**src/hdl/pwlsl_pkg.sv**
```systemverilog
`timescale 1ns / 1ps
// ----------------------------------------------------------------------------
// pwlsl_pkg
// Shared types, codes and widths of the piecewise-linear sensor linearizer.
// ----------------------------------------------------------------------------
package pwlsl_pkg;

  localparam int TABLE_DEPTH_DEF = 32;
  localparam int SAMPLE_BITS_DEF = 10;

  localparam int CMD_W    = 1;
  localparam int IDX_W    = 5;
  localparam int VAL_W    = 10;
  localparam int SAMPLE_W = 10;
  localparam int DIST_W   = 12;
  localparam int STATUS_W = 2;

  localparam int CFG_IDX_W  = 2;
  localparam int CFG_DATA_W = 10;

  localparam int TSIZE_W = 6;
  localparam int START_W = 10;
  localparam int STEP_W  = 8;
  localparam int MINR_W  = 10;

  localparam int DIV_NUM_W = 22;
  localparam int DIV_DEN_W = 10;
  localparam int DIV_QUO_W = 12;

  localparam logic [CMD_W-1:0] CMD_MEASURE = 1'b0;
  localparam logic [CMD_W-1:0] CMD_LOAD    = 1'b1;

  localparam logic [STATUS_W-1:0] STATUS_INTERP = 2'd0;
  localparam logic [STATUS_W-1:0] STATUS_NOSEG  = 2'd1;
  localparam logic [STATUS_W-1:0] STATUS_FLAT   = 2'd2;

  localparam logic [CFG_IDX_W-1:0] CFG_TABLE_SIZE     = 2'd0;
  localparam logic [CFG_IDX_W-1:0] CFG_START_DISTANCE = 2'd1;
  localparam logic [CFG_IDX_W-1:0] CFG_STEP_DISTANCE  = 2'd2;
  localparam logic [CFG_IDX_W-1:0] CFG_MIN_RANGE      = 2'd3;

  localparam logic [TSIZE_W-1:0] TSIZE_RST = 6'd14;
  localparam logic [START_W-1:0] START_RST = 10'd20;
  localparam logic [STEP_W-1:0]  STEP_RST  = 8'd10;
  localparam logic [MINR_W-1:0]  MINR_RST  = 10'd20;

  localparam logic [DIST_W-1:0] DIST_MAX = 12'd4095;

  typedef struct packed {
    logic                 start;
    logic [DIV_NUM_W-1:0] num;
    logic [DIV_DEN_W-1:0] den;
  } div_req_t;

  typedef struct packed {
    logic                 done;
    logic [DIV_QUO_W-1:0] quot;
  } div_rsp_t;

endpackage

```
**src/hdl/pwlsl_if.sv**
```systemverilog
`timescale 1ns / 1ps
// ----------------------------------------------------------------------------
// pwlsl_item_if / pwlsl_result_if
// Valid/ready channels for input items and result items.
// ----------------------------------------------------------------------------
interface pwlsl_item_if;
  import pwlsl_pkg::*;
  logic                valid;
  logic                ready;
  logic [CMD_W-1:0]    cmd;
  logic [IDX_W-1:0]    entry_index;
  logic [VAL_W-1:0]    entry_value;
  logic [SAMPLE_W-1:0] sample;

  modport source (output valid, cmd, entry_index, entry_value, sample, input ready);
  modport sink   (input valid, cmd, entry_index, entry_value, sample, output ready);
endinterface

interface pwlsl_result_if;
  import pwlsl_pkg::*;
  logic                valid;
  logic                ready;
  logic [DIST_W-1:0]   distance;
  logic [STATUS_W-1:0] status;

  modport source (output valid, distance, status, input ready);
  modport sink   (input valid, distance, status, output ready);
endinterface

```
**src/hdl/pwlsl_table_mem.sv**
```systemverilog
`timescale 1ns / 1ps
// ----------------------------------------------------------------------------
// pwlsl_table_mem
// Calibration table: one write port, one read port with registered data.
// ----------------------------------------------------------------------------
module pwlsl_table_mem #(
  parameter int DEPTH = pwlsl_pkg::TABLE_DEPTH_DEF,
  parameter int AW    = $clog2(pwlsl_pkg::TABLE_DEPTH_DEF)
) (
  input  logic                       clk,
  input  logic                       we,
  input  logic [AW-1:0]              waddr,
  input  logic [pwlsl_pkg::VAL_W-1:0] wdata,
  input  logic                       re,
  input  logic [AW-1:0]              raddr,
  output logic [pwlsl_pkg::VAL_W-1:0] rdata
);
  import pwlsl_pkg::*;

  logic [VAL_W-1:0] mem [DEPTH];

  always_ff @(posedge clk) begin
    if (we) begin
      mem[waddr] <= wdata;
    end
  end

  always_ff @(posedge clk) begin
    if (re) begin
      rdata <= mem[raddr];
    end
  end

endmodule

```
**src/hdl/pwlsl_divider.sv**
```systemverilog
`timescale 1ns / 1ps
// ----------------------------------------------------------------------------
// pwlsl_divider
// Restoring divider, one quotient bit per cycle; quotient must fit 12 bits.
// ----------------------------------------------------------------------------
module pwlsl_divider (
  input  logic                clk,
  input  logic                rst,
  input  pwlsl_pkg::div_req_t req,
  output pwlsl_pkg::div_rsp_t rsp
);
  import pwlsl_pkg::*;

  localparam int CNT_W = $clog2(DIV_QUO_W + 1);

  logic                 busy;
  logic [CNT_W-1:0]     cnt;
  logic [DIV_DEN_W-1:0] rem;
  logic [DIV_DEN_W-1:0] den;
  logic [DIV_QUO_W-1:0] sh;
  logic                 done;
  logic [DIV_DEN_W:0]   trial;
  logic [DIV_DEN_W:0]   diff;
  logic                 ge;

  assign trial = {rem, sh[DIV_QUO_W-1]};
  assign ge    = trial >= {1'b0, den};
  assign diff  = trial - {1'b0, den};

  always_ff @(posedge clk) begin
    if (rst) begin
      busy <= 1'b0;
      done <= 1'b0;
      cnt  <= '0;
    end else begin
      done <= busy && (cnt == CNT_W'(1));
      if (req.start) begin
        busy <= 1'b1;
        cnt  <= CNT_W'(DIV_QUO_W);
      end else if (busy) begin
        cnt <= cnt - CNT_W'(1);
        if (cnt == CNT_W'(1)) begin
          busy <= 1'b0;
        end
      end
    end
  end

  always_ff @(posedge clk) begin
    if (req.start) begin
      rem <= req.num[DIV_NUM_W-1 -: DIV_DEN_W];
      sh  <= req.num[DIV_QUO_W-1:0];
      den <= req.den;
    end else if (busy) begin
      rem <= ge ? diff[DIV_DEN_W-1:0] : trial[DIV_DEN_W-1:0];
      sh  <= {sh[DIV_QUO_W-2:0], ge};
    end
  end

  assign rsp.done = done;
  assign rsp.quot = sh;

endmodule

```
**src/hdl/piecewise_linear_sensor_linearizer.sv**
```systemverilog
`timescale 1ns / 1ps
// ----------------------------------------------------------------------------
// piecewise_linear_sensor_linearizer
// IR sensor ADC sample to distance in mm by piecewise-linear table lookup.
// ----------------------------------------------------------------------------
// A load item writes one calibration entry and gives no result. A measure
// item walks the table from the top of the active range downward, one entry
// per cycle through the table memory's read port. A hit then passes through
// the multiply, add and range-check states; a flat segment ends after the
// multiply. Unless the result is negative or saturates, the bit-serial divider
// then forms the quotient, and the result is placed in the output register.
// Items are handled one at a time; the next item is taken while a finished
// result still waits in the output register.
// The table has no reset and needs no clearing pass; entries read before
// being written return whatever the memory holds.
// ----------------------------------------------------------------------------
module piecewise_linear_sensor_linearizer #(
  parameter int TABLE_DEPTH = pwlsl_pkg::TABLE_DEPTH_DEF,
  parameter int SAMPLE_BITS = pwlsl_pkg::SAMPLE_BITS_DEF
) (
  input  logic                             clk,
  input  logic                             rst,
  pwlsl_item_if.sink                       item_in,
  pwlsl_result_if.source                   result_out,
  input  logic                             cfg_we,
  input  logic [pwlsl_pkg::CFG_IDX_W-1:0]  cfg_index,
  input  logic [pwlsl_pkg::CFG_DATA_W-1:0] cfg_data
);
  import pwlsl_pkg::*;

  localparam int AW = (TABLE_DEPTH > 1) ? $clog2(TABLE_DEPTH) : 1;
  localparam int NW = AW + 1;
  localparam logic [SAMPLE_W-1:0] SAMPLE_MASK =
    (SAMPLE_BITS >= SAMPLE_W) ? {SAMPLE_W{1'b1}} : SAMPLE_W'((1 << SAMPLE_BITS) - 1);

  localparam logic [2:0] ST_IDLE   = 3'd0;
  localparam logic [2:0] ST_SEARCH = 3'd1;
  localparam logic [2:0] ST_MUL1   = 3'd2;
  localparam logic [2:0] ST_MUL2   = 3'd3;
  localparam logic [2:0] ST_SUM    = 3'd4;
  localparam logic [2:0] ST_CHK    = 3'd5;
  localparam logic [2:0] ST_DIV    = 3'd6;
  localparam logic [2:0] ST_DONE   = 3'd7;

  logic [2:0] state;

  logic [TSIZE_W-1:0] table_size;
  logic [START_W-1:0] start_distance;
  logic [STEP_W-1:0]  step_distance;
  logic [MINR_W-1:0]  fallback_distance;

  logic [NW-1:0] n_eff;
  logic [NW-1:0] n_last;
  logic [AW-1:0] last_idx;

  logic          in_acc;
  logic [6:0]    idx_ext;
  logic          load_ok;
  logic          mem_we;
  logic [VAL_W-1:0] rdata;

  logic [AW-1:0]    ptr;
  logic [AW-1:0]    cmp_idx;
  logic             cmp_vld;
  logic [VAL_W-1:0] x_q;
  logic [VAL_W-1:0] prev_q;
  logic [VAL_W-1:0] x1_q;
  logic [AW-1:0]    seg_q;

  logic signed [15:0] y1_q;
  logic signed [10:0] den_q;
  logic signed [10:0] dx;
  logic signed [19:0] p2_q;
  logic signed [26:0] p1_q;
  logic signed [27:0] sum_s;
  logic signed [27:0] num_next;
  logic        [27:0] num_q;
  logic signed [10:0] den_neg;
  logic [DIV_DEN_W-1:0] dabs_q;
  logic        num_neg;
  logic        num_sat;
  logic [15:0] seg_step;

  logic [DIST_W-1:0]   res_dist;
  logic [STATUS_W-1:0] res_stat;
  logic                out_valid;
  logic [DIST_W-1:0]   out_dist;
  logic [STATUS_W-1:0] out_stat;
  logic                out_free;

  div_req_t div_req;
  div_rsp_t div_rsp;

  always_comb begin
    if (table_size < TSIZE_W'(2)) begin
      n_eff = NW'(2);
    end else if (7'(table_size) > 7'(TABLE_DEPTH)) begin
      n_eff = NW'(TABLE_DEPTH);
    end else begin
      n_eff = NW'(table_size);
    end
  end
  assign n_last   = n_eff - NW'(1);
  assign last_idx = n_last[AW-1:0];

  assign item_in.ready = (state == ST_IDLE);
  assign in_acc  = item_in.valid && item_in.ready;
  assign idx_ext = 7'(item_in.entry_index);
  assign load_ok = idx_ext < 7'(TABLE_DEPTH);
  assign mem_we  = in_acc && (item_in.cmd == CMD_LOAD) && load_ok;

  pwlsl_table_mem #(
    .DEPTH (TABLE_DEPTH),
    .AW    (AW)
  ) u_table (
    .clk   (clk),
    .we    (mem_we),
    .waddr (idx_ext[AW-1:0]),
    .wdata (item_in.entry_value),
    .re    (state == ST_SEARCH),
    .raddr (ptr),
    .rdata (rdata)
  );

  assign dx       = $signed({1'b0, x_q}) - $signed({1'b0, x1_q});
  assign seg_step = 16'(seg_q) * 16'(step_distance);
  assign sum_s    = 28'(p1_q) + 28'(p2_q);
  assign num_next = den_q[10] ? -sum_s : sum_s;
  assign den_neg  = -den_q;
  assign num_neg  = num_q[27];
  assign num_sat  = num_q >= 28'({dabs_q, 12'd0});

  assign div_req.start = (state == ST_CHK) && !num_neg && !num_sat;
  assign div_req.num   = num_q[DIV_NUM_W-1:0];
  assign div_req.den   = dabs_q;

  pwlsl_divider u_div (
    .clk (clk),
    .rst (rst),
    .req (div_req),
    .rsp (div_rsp)
  );

  always_ff @(posedge clk) begin
    if (rst) begin
      table_size        <= TSIZE_RST;
      start_distance    <= START_RST;
      step_distance     <= STEP_RST;
      fallback_distance <= MINR_RST;
    end else if (cfg_we) begin
      case (cfg_index)
        CFG_TABLE_SIZE:     table_size        <= cfg_data[TSIZE_W-1:0];
        CFG_START_DISTANCE: start_distance    <= cfg_data[START_W-1:0];
        CFG_STEP_DISTANCE:  step_distance     <= cfg_data[STEP_W-1:0];
        CFG_MIN_RANGE:      fallback_distance <= cfg_data[MINR_W-1:0];
        default: ;
      endcase
    end
  end

  always_ff @(posedge clk) begin
    if (rst) begin
      state   <= ST_IDLE;
      cmp_vld <= 1'b0;
    end else begin
      case (state)
        ST_IDLE: begin
          cmp_vld <= 1'b0;
          if (in_acc && (item_in.cmd == CMD_MEASURE)) begin
            state <= ST_SEARCH;
          end
        end
        ST_SEARCH: begin
          cmp_vld <= 1'b1;
          if (cmp_vld && (cmp_idx != last_idx)) begin
            if (x_q < rdata) begin
              state <= ST_MUL1;
            end else if (cmp_idx == '0) begin
              state <= ST_DONE;
            end
          end
        end
        ST_MUL1: state <= ST_MUL2;
        ST_MUL2: state <= (den_q == '0) ? ST_DONE : ST_SUM;
        ST_SUM:  state <= ST_CHK;
        ST_CHK:  state <= (num_neg || num_sat) ? ST_DONE : ST_DIV;
        ST_DIV: begin
          if (div_rsp.done) begin
            state <= ST_DONE;
          end
        end
        ST_DONE: begin
          if (out_free) begin
            state <= ST_IDLE;
          end
        end
        default: state <= ST_IDLE;
      endcase
    end
  end

  always_ff @(posedge clk) begin
    case (state)
      ST_IDLE: begin
        x_q <= item_in.sample & SAMPLE_MASK;
        ptr <= last_idx;
      end
      ST_SEARCH: begin
        cmp_idx <= ptr;
        if (ptr != '0) begin
          ptr <= ptr - AW'(1);
        end
        if (cmp_vld) begin
          if (cmp_idx == last_idx) begin
            prev_q <= rdata;
          end else if (x_q < rdata) begin
            x1_q  <= rdata;
            seg_q <= cmp_idx;
          end else if (cmp_idx == '0) begin
            res_dist <= DIST_W'(fallback_distance);
            res_stat <= STATUS_NOSEG;
          end else begin
            prev_q <= rdata;
          end
        end
      end
      ST_MUL1: begin
        y1_q  <= $signed(16'(start_distance) + seg_step);
        den_q <= $signed({1'b0, prev_q}) - $signed({1'b0, x1_q});
        p2_q  <= dx * $signed({1'b0, step_distance});
      end
      ST_MUL2: begin
        p1_q <= y1_q * den_q;
        if (den_q == '0) begin
          res_dist <= (y1_q > 16'sd4095) ? DIST_MAX : y1_q[DIST_W-1:0];
          res_stat <= STATUS_FLAT;
        end
      end
      ST_SUM: begin
        num_q  <= num_next;
        dabs_q <= den_q[10] ? den_neg[DIV_DEN_W-1:0] : den_q[DIV_DEN_W-1:0];
      end
      ST_CHK: begin
        res_stat <= STATUS_INTERP;
        res_dist <= num_neg ? '0 : DIST_MAX;
      end
      ST_DIV: begin
        if (div_rsp.done) begin
          res_dist <= div_rsp.quot;
          res_stat <= STATUS_INTERP;
        end
      end
      default: ;
    endcase
  end

  assign out_free = !out_valid || result_out.ready;

  always_ff @(posedge clk) begin
    if (rst) begin
      out_valid <= 1'b0;
    end else if ((state == ST_DONE) && out_free) begin
      out_valid <= 1'b1;
    end else if (result_out.ready) begin
      out_valid <= 1'b0;
    end
  end

  always_ff @(posedge clk) begin
    if ((state == ST_DONE) && out_free) begin
      out_dist <= res_dist;
      out_stat <= res_stat;
    end
  end

  assign result_out.valid    = out_valid;
  assign result_out.distance = out_dist;
  assign result_out.status   = out_stat;

endmodule

```
**src/flat_wrapper.sv**
```systemverilog
// flat-port wrapper written by rule: the top's interface ports become plain ports
module piecewise_linear_sensor_linearizer_flat import pwlsl_pkg::*;
#(
  parameter int TABLE_DEPTH = pwlsl_pkg::TABLE_DEPTH_DEF,
  parameter int SAMPLE_BITS = pwlsl_pkg::SAMPLE_BITS_DEF
)
  (clk, rst, cfg_we, cfg_index, cfg_data, item_in_valid, item_in_cmd, item_in_entry_index, item_in_entry_value, item_in_sample, item_in_ready, result_out_valid, result_out_distance, result_out_status, result_out_ready);
  pwlsl_item_if item_in_i ();
  pwlsl_result_if result_out_i ();
  input  logic clk;
  input  logic rst;
  input  logic cfg_we;
  input  logic [pwlsl_pkg::CFG_IDX_W-1:0] cfg_index;
  input  logic [pwlsl_pkg::CFG_DATA_W-1:0] cfg_data;
  input wire logic [$bits(item_in_i.valid)-1:0] item_in_valid;
  input wire logic [$bits(item_in_i.cmd)-1:0] item_in_cmd;
  input wire logic [$bits(item_in_i.entry_index)-1:0] item_in_entry_index;
  input wire logic [$bits(item_in_i.entry_value)-1:0] item_in_entry_value;
  input wire logic [$bits(item_in_i.sample)-1:0] item_in_sample;
  output wire logic [$bits(item_in_i.ready)-1:0] item_in_ready;
  output wire logic [$bits(result_out_i.valid)-1:0] result_out_valid;
  output wire logic [$bits(result_out_i.distance)-1:0] result_out_distance;
  output wire logic [$bits(result_out_i.status)-1:0] result_out_status;
  input wire logic [$bits(result_out_i.ready)-1:0] result_out_ready;
  assign item_in_i.valid = item_in_valid;
  assign item_in_i.cmd = item_in_cmd;
  assign item_in_i.entry_index = item_in_entry_index;
  assign item_in_i.entry_value = item_in_entry_value;
  assign item_in_i.sample = item_in_sample;
  assign item_in_ready = item_in_i.ready;
  assign result_out_valid = result_out_i.valid;
  assign result_out_distance = result_out_i.distance;
  assign result_out_status = result_out_i.status;
  assign result_out_i.ready = result_out_ready;
  piecewise_linear_sensor_linearizer #(.TABLE_DEPTH(TABLE_DEPTH), .SAMPLE_BITS(SAMPLE_BITS)) u_core (.clk(clk), .rst(rst), .item_in(item_in_i), .result_out(result_out_i), .cfg_we(cfg_we), .cfg_index(cfg_index), .cfg_data(cfg_data));
endmodule
```
**config.mk**
```make
export PLATFORM = sky130hd
export DESIGN_NAME = piecewise_linear_sensor_linearizer_flat
export DESIGN_NICKNAME = d
export VERILOG_FILES = /design/src/hdl/pwlsl_pkg.sv /design/src/hdl/pwlsl_if.sv /design/src/hdl/pwlsl_table_mem.sv /design/src/hdl/pwlsl_divider.sv /design/src/hdl/piecewise_linear_sensor_linearizer.sv /design/src/flat_wrapper.sv
export SDC_FILE = /design/constraint.sdc
export NUM_CORES = 1
export LEC_CHECK = 0
export BUFFER_PORTS_ARGS = -buffer_cell sky130_fd_sc_hd__buf_2
export CORE_ASPECT_RATIO = 1.25
export CORE_UTILIZATION = 52
export DETAILED_ROUTE_END_ITERATION = 10
export PLACE_DENSITY_LB_ADDON = 0.12
export SKIP_LAST_GASP = 1
export SLEW_MARGIN = 20
export SYNTH_ARGS = -nofsm -noshare
export SYNTH_HDL_FRONTEND = slang
export SYNTH_SLANG_ARGS = --single-unit
```
**constraint.sdc**
```tcl
create_clock -name clk -period 7.45 [get_ports clk]
set_input_delay 0.745 -clock clk [delete_from_list [all_inputs] [get_ports clk]]
set_output_delay 0.745 -clock clk [all_outputs]
set_load 0.005 [all_outputs]
```
== Word level (Yosys, flattened, before mapping) ==
Memory sizes are Yosys's and may differ from the RTL's. A register that Yosys moved wholly into a read port is not among the register bits.
Cells that the tools add are included.
Word-level totals
  bits of input ports: 43
  memory bits (writable): 320
  output and inout port bits: 16
  register bits: 260
  memories kept: 1
  word-level logic and storage cells: 161
Memory list
  u_core.u_table.mem: depth 32, width 10, rd ports 1, clocked after memory_dff 1, write ports 1, RTL line pwlsl_table_mem.sv:20  | logic [VAL_W-1:0] mem [DEPTH];
Cells by class
  bitwise logic cells: 2
  eq/ne operators: 26
  reductions and logical operators: 33
  order comparisons: 7
  multipliers: 3
  muxes and demuxes: 49
  add/subtract/negate cells: 10
Operator list (count)
  $mux W12: 10
  $mux W10: 7
  $pmux W12 S4: 1
  $add A27 B20 Y28: 1
  $ge A28 B22 Y1: 1
  $mux W28: 1
  $neg A28 Y28: 1
  $mul A15 B11 Y26: 1
  $pmux W3 S8: 1
  $sub A10 B10 Y11: 2
  $mul A11 B9 Y20: 1
  $mux W3: 6
  $mux W5: 3
  $add A10 B13 Y14: 1
  $gt A14 B12 Y1 const B: 1
  $mux W2: 7
  $mul A5 B8 Y13: 1
  $eq A3 B3 Y1 const B: 4
  $ne A2 B1 Y1 const B: 6
  $ne A2 B2 Y1 const B: 6
  $ge A11 B10 Y1: 1
  $logic_not A11 Y1: 1
  $lt A10 B10 Y1: 1
  $neg A10 Y10: 1
  34 further kinds: 64

== Depth between registers and ports, before layout ==
  depth after elaboration: 8
  mapped depth: 29
  depth with buffers taken out: 29

== Modules after synthesis ==
From an unflattened synthesis, not the netlist that was laid out.
Second synthesis, totals
  cells, all modules: 3036
  area, all modules: 36090.9 um2
By module, submodules not included
  piecewise_linear_sensor_linearizer: cells each 2122, times used 1, area an instance 20928.8 um2, sequential area each 6246.0 um2
  pwlsl_table_mem: cells each 733, times used 1, area an instance 13093.8 um2, sequential area each 9909.5 um2
  pwlsl_divider: cells each 181, times used 1, area an instance 2068.2 um2, sequential area each 1081.0 um2

== Worst setup path before layout ==
No wires, ideal clock.
  kind: reg-to-reg
  from: register u_core.x1_q[0]
  to: register u_core.p2_q[19] (data pin)
  library setup time: 0.260 ns
  arrival: 6.192 ns
  period minus slack after synthesis: 6.452 ns
  required time: 7.190 ns
  slack: 0.998 ns
  cell stages (with the launch flop): 27
  buffers on the path: 1
  cell sequence: edfxtp_1 -> ha_1 -> fa_1 -> nor2b_1 -> o21ai_0 -> a21boi_0 -> o21ai_0 -> a21boi_0 -> o21a_1 -> o21ai_0 -> nand2b_1 -> a21oi_1 -> clkbuf_1 -> and2_1 -> fa_1 -> fa_1 -> inv_1 -> fa_1 -> fa_1 -> inv_1 -> ha_1 -> and3_1 -> a2111oi_0 -> or2_2 -> o2111ai_1 -> a21oi_1 -> xnor2_1
On the way
  word-level cells in the longest chain between the ends: 2
Ends and longest elaborated chain
  from (decl): RTL line piecewise_linear_sensor_linearizer.sv:67  | logic [VAL_W-1:0] x1_q;
  from (signal assigned): RTL line piecewise_linear_sensor_linearizer.sv:217  | x1_q <= rdata;
  $sub A10 B10 Y11: RTL line piecewise_linear_sensor_linearizer.sv:125  | assign dx = $signed({1'b0, x_q}) - $signed({1'b0, x1_q});
  $mul A11 B9 Y20: RTL line piecewise_linear_sensor_linearizer.sv:230  | p2_q <= dx * $signed({1'b0, step_distance});
  to (signal assigned): RTL line piecewise_linear_sensor_linearizer.sv:230
  to (decl): RTL line piecewise_linear_sensor_linearizer.sv:73  | logic signed [19:0] p2_q;
No other way between the ends.
A chain may end at the register's enable or synchronous reset.

== Final worst setup path ==
  from: register u_core.x1_q[1]
  to: register u_core.p2_q[19] (data pin)
The elaborated chain is that of the path after synthesis.

==> parameters.txt <==
Parameter                              Value

Clock tree
  Total CTS buffers ... 58
  Clock slew at the register clock pins of the worst setup and hold paths ... 0.06 ns
  Clock buffer depth ... 3
  Count of clock tree sinks ... 589
  Quantity of hold-fixing buffers added after cts ... 0
  Post_cts resized ... 0
  CTS tree ... built
  Post-CTS setup buffer count ... 0
  Clk Latency, worst-skew pair ... 0.63 ns
  CTS H-Tree Depth ... 2
  CTS Root Buffer Type ... sky130_fd_sc_hd__clkbuf_16

GRT
  Pin count of the biggest net entering global routing ... 85
  Aggregate global-route resource usage ... 23.64%
  First-pass GRT wire length ... 127.0 mm
  Antenna violations before repair ... 1
  Vias in the first global route ... 23,260
  Congestion Overflow GR ... 0

Placement
  Final HPWL DP ... 60.92 mm
  # port buffers ... 58
  Final estimated routing congestion in global placement ... 0.8786

Power and ir drop
  Static leakage power ... 15.59 nW
  Worst IR drop on VDD ... 0.0004412 V
  Power per Cell Area ... 456.8 nW/um2

Timing
  Min Clock Period, post-route ... 6.952 ns
  Final setup viols ... 0
  Slew Viols, Final ... 0
  Final setup TNS ... 0 ns
  Final period util ... 93.31%
  Maximum clock frequency ... 143.8 MHz
  Endpoints failing hold ... 0
  Worst-case headroom to the max-slew limit ... 27.00%
  RSZ-0062 raised after global routing ... no
  Worst-margin pin slew ... 1.092 ns
  Clock skew ... 0.02778 ns

Yosys
  Sequential-to-total area share from yosys stat ... 48.11%
  Net count after synthesis ... 3,377
  Mapped Cells ... 2,900
  Yosys warning count ... 0
  Post-synth EDFFs ... 544
  Total standard cell area after synthesis ... 35,830 um2
  Mean area per synthesized cell ... 12.35 um2
  Post-synth top area cell ... sky130_fd_sc_hd__edfxtp_1
  Library cells used by synthesis ... 74
  Share of the synthesized area in the top cell type ... 45.59%
  Post-synthesis sequential element count ... 589
  Top flip-flop cell by instance count after synthesis ... sky130_fd_sc_hd__edfxtp_1
  Fraction of registers with async set/reset ... 0%
  Leading post-synthesis cells by cell area ... sky130_fd_sc_hd__edfxtp_1 46%, sky130_fd_sc_hd__fa_1 12%, sky130_fd_sc_hd__ha_1 7.8%

Drt
  Antenna Nets Post-Route ... 0
  Vias per inst ... 5.592
  DRC violation total after the first TritonRoute iteration ... 1,115
  Number of iterations in the first detailed-routing pass ... 5
  DRC violation count after routing ... 0
  Routed vias ... 21,620
  Total detailed-routing wirelength ... 80.31 mm
  Wirelength per Cell ... 20.78 um

Min path
  Tightest Hold Check Type ... in -> reg

Critical path
  Element type at the critical path start ... flip-flop
  Type of element capturing the critical path ... flip-flop
  Data required time of the worst path ... 7.80 ns
  Arrival time reported for the critical path endpoint ... 7.30 ns
  Critical setup path kind ... reg -> reg
  Maximum fanout count along the critical path ... 8

Floorplanning
  I/O pin total ... 59
  Core area ... 68,140 um2
  Die Outline Area ... 69,960 um2
  Number of cell rows ... 107
  Initial standard-cell utilization of the core ... 52.58%
  Die Span X ... 236.8 um
  Die Ht ... 295.5 um

Outcome
  Status ... complete, no violations

Final layout
  Final Core Density ... 57.30%
  Fraction of layout instances using a drive strength above 1 ... 11.39%
  Nets ... 3,420
  Post-synthesis to final-layout area growth ... 8.985%
  N_diodes ... 0

Run
  Max Cap Violations ... 0
## path summary, 6_finish.rpt
| check | slack, ns | startpoint | cells past startpoint | end |
|---|---|---|---|---|
| worst min register to register | 0.43 | u_core.res_dist[1] | 0 | u_core.result_out.distance[1] |
| worst max-delay path | 0.50 | u_core.x1_q[1] | 26 | u_core.p2_q[19] |
| worst max register to register | 0.50 | u_core.x1_q[1] | 26 | u_core.p2_q[19] |
| worst min-delay path | 0.29 | item_in_sample[7] | 1 | u_core.x_q[7] |
## power by group
part | switching [mW] | internal, mW | leakage (nW) | total (mW)
sequential | 0.299 | 4.43 | 5.29 | 4.73
clock | 1.29 | 1.68 | 0.940 | 2.97
combinational | 5.74 | 4.40 | 9.36 | 10.1
total | 7.33 | 10.5 | 15.6 | 17.8
## flip-flops by register name, summed over array words and instances, names as in the netlist, 10 cells and up
register / cells
u_core.p2_q: 20
u_core.den_q: 11
u_core.u_div.sh: 12
u_core.result_out.distance: 12
u_core.u_table.rdata: 10
u_core.res_dist: 12
u_core.u_div.den: 10
u_core.x_q: 10
u_core.num_q: 28
u_core.u_table.mem: 320
u_core.u_div.rem: 10
u_core.y1_q: 14
u_core.prev_q: 10
u_core.fallback_distance: 10
u_core.start_distance: 10
u_core.dabs_q: 10
u_core.p1_q: 26
u_core.x1_q: 10
## cell families after synthesis
kind of cell,share of synthesized area [%]
adders and majority gates,19.60
xor gates and xnor gates,2.982
AOI/OAI and AO/OA,5.811
and+or+nand+nor,10.48
muxes,7.791
DFF,48.11
buffers and inverters,5.235
## synth_stat cells (15+ instances only)
cell and n:
sky130_fd_sc_hd__fa_1 212, sky130_fd_sc_hd__dfxtp_1 45, sky130_fd_sc_hd__and2_1 113, sky130_fd_sc_hd__nor3_1 26, sky130_fd_sc_hd__mux2_2 23, sky130_fd_sc_hd__a21o_1 27
sky130_fd_sc_hd__o21ai_0 78, sky130_fd_sc_hd__nor2_1 141, sky130_fd_sc_hd__clkbuf_1 87, sky130_fd_sc_hd__nand2b_1 41, sky130_fd_sc_hd__mux2i_1 28, sky130_fd_sc_hd__a21oi_1 96
sky130_fd_sc_hd__nor2b_1 42, sky130_fd_sc_hd__edfxtp_1 544, sky130_fd_sc_hd__nand3_1 41, sky130_fd_sc_hd__inv_1 389, sky130_fd_sc_hd__nand2_1 313, sky130_fd_sc_hd__mux4_2 100
sky130_fd_sc_hd__xor2_1 27, sky130_fd_sc_hd__xnor2_1 95, sky130_fd_sc_hd__ha_1 222, sky130_fd_sc_hd__buf_1 15
## metal layers
| metal | GRT usage [%] | vias up | routed length [um] |
|---|---|---|---|
| met4 | 8.632 | 2 | 2915 |
| met2 | 46.30 | 428 | 44770 |
| met5 | 0 | - | 11 |
| met3 | 2.848 | 149 | 2678 |
| li1 | - | 10110 | - |
| met1 | 25.91 | 10920 | 29940 |
## layout make-up
type | count | area [um2]
tap | 872 | 1091
multi-input combinational | 1816 | 16790
timing repair buffer | 89 | 543.0
fill | 5541 | 29100
clock inverter | 42 | 406.6
inverter | 389 | 1460
sequential | 589 | 17240
clock buffer | 68 | 1520
## worst max-delay path: stages, from the launching register on
cell	delay, ns
sky130_fd_sc_hd__edfxtp_1	0.45
sky130_fd_sc_hd__inv_1	0.13
sky130_fd_sc_hd__ha_1	0.23
sky130_fd_sc_hd__nor2b_1	0.12
sky130_fd_sc_hd__o21ai_0	0.20
sky130_fd_sc_hd__a21boi_0	0.15
sky130_fd_sc_hd__o21ai_0	0.23
sky130_fd_sc_hd__a21boi_0	0.15
sky130_fd_sc_hd__o21ai_0	0.24
sky130_fd_sc_hd__a21boi_0	0.19
sky130_fd_sc_hd__or4_1	0.42
sky130_fd_sc_hd__nand3_1	0.29
sky130_fd_sc_hd__nand2_1	0.12
sky130_fd_sc_hd__fa_1	0.52
sky130_fd_sc_hd__inv_1	0.06
sky130_fd_sc_hd__fa_1	0.47
sky130_fd_sc_hd__fa_1	0.49
sky130_fd_sc_hd__inv_1	0.05
sky130_fd_sc_hd__fa_1	0.53
sky130_fd_sc_hd__inv_1	0.04
sky130_fd_sc_hd__ha_1	0.34
sky130_fd_sc_hd__and3_1	0.24
sky130_fd_sc_hd__a2111oi_2	0.39
sky130_fd_sc_hd__or2_2	0.19
sky130_fd_sc_hd__o2111ai_1	0.14
sky130_fd_sc_hd__a21oi_1	0.20
sky130_fd_sc_hd__xnor2_1	0.09
## metrics by stage
step           hold slack [ns]  setup WS, ns  instances  total power, mW  instance area [um2]
2_1_floorplan           0.4003        0.9981       2900            12.44                35830
3_3_place_gp            0.4036        0.3650       3754            14.66                37060
3_5_place_dp            0.4124        0.1751       3754            14.93                37060
4_1_cts                 0.2607        0.1454       3864            17.95                38990
5_1_grt                 0.2678       0.02709       3865            19.36                39050
6_report                0.2929        0.4982       3865            17.84                39050
## cells in the final DEF (no fill, tap or decap), types with 6 or more instances in the layout
cell type	instances
sky130_fd_sc_hd__nand3b_1	8
sky130_fd_sc_hd__ha_1	222
sky130_fd_sc_hd__a21boi_0	14
sky130_fd_sc_hd__fa_1	212
sky130_fd_sc_hd__a211o_1	6
sky130_fd_sc_hd__and2_1	113
sky130_fd_sc_hd__bufinv_16	6
sky130_fd_sc_hd__xor2_1	27
sky130_fd_sc_hd__o21ai_0	76
sky130_fd_sc_hd__o21bai_1	7
sky130_fd_sc_hd__clkinv_1	13
sky130_fd_sc_hd__mux4_2	100
sky130_fd_sc_hd__buf_2	58
sky130_fd_sc_hd__nand4_1	8
sky130_fd_sc_hd__clkbuf_16	59
sky130_fd_sc_hd__or3_1	6
sky130_fd_sc_hd__mux2_2	23
sky130_fd_sc_hd__edfxtp_1	544
sky130_fd_sc_hd__nand2_1	313
sky130_fd_sc_hd__a21o_1	27
sky130_fd_sc_hd__nor3_1	24
sky130_fd_sc_hd__o31ai_1	10
sky130_fd_sc_hd__a21oi_1	95
sky130_fd_sc_hd__buf_4	29
sky130_fd_sc_hd__dfxtp_1	45
sky130_fd_sc_hd__mux2i_1	28
sky130_fd_sc_hd__nand3_1	41
sky130_fd_sc_hd__nor2b_1	41
sky130_fd_sc_hd__a211oi_1	7
sky130_fd_sc_hd__and3_1	7
sky130_fd_sc_hd__or2_2	10
sky130_fd_sc_hd__o21ai_1	13
sky130_fd_sc_hd__nor2_1	138
sky130_fd_sc_hd__clkinv_2	9
sky130_fd_sc_hd__clkbuf_1	8
sky130_fd_sc_hd__inv_1	389
sky130_fd_sc_hd__o21a_1	14
sky130_fd_sc_hd__nand2b_1	40
sky130_fd_sc_hd__xnor2_1	95
Note: power is estimated with default switching activity, not from simulation.
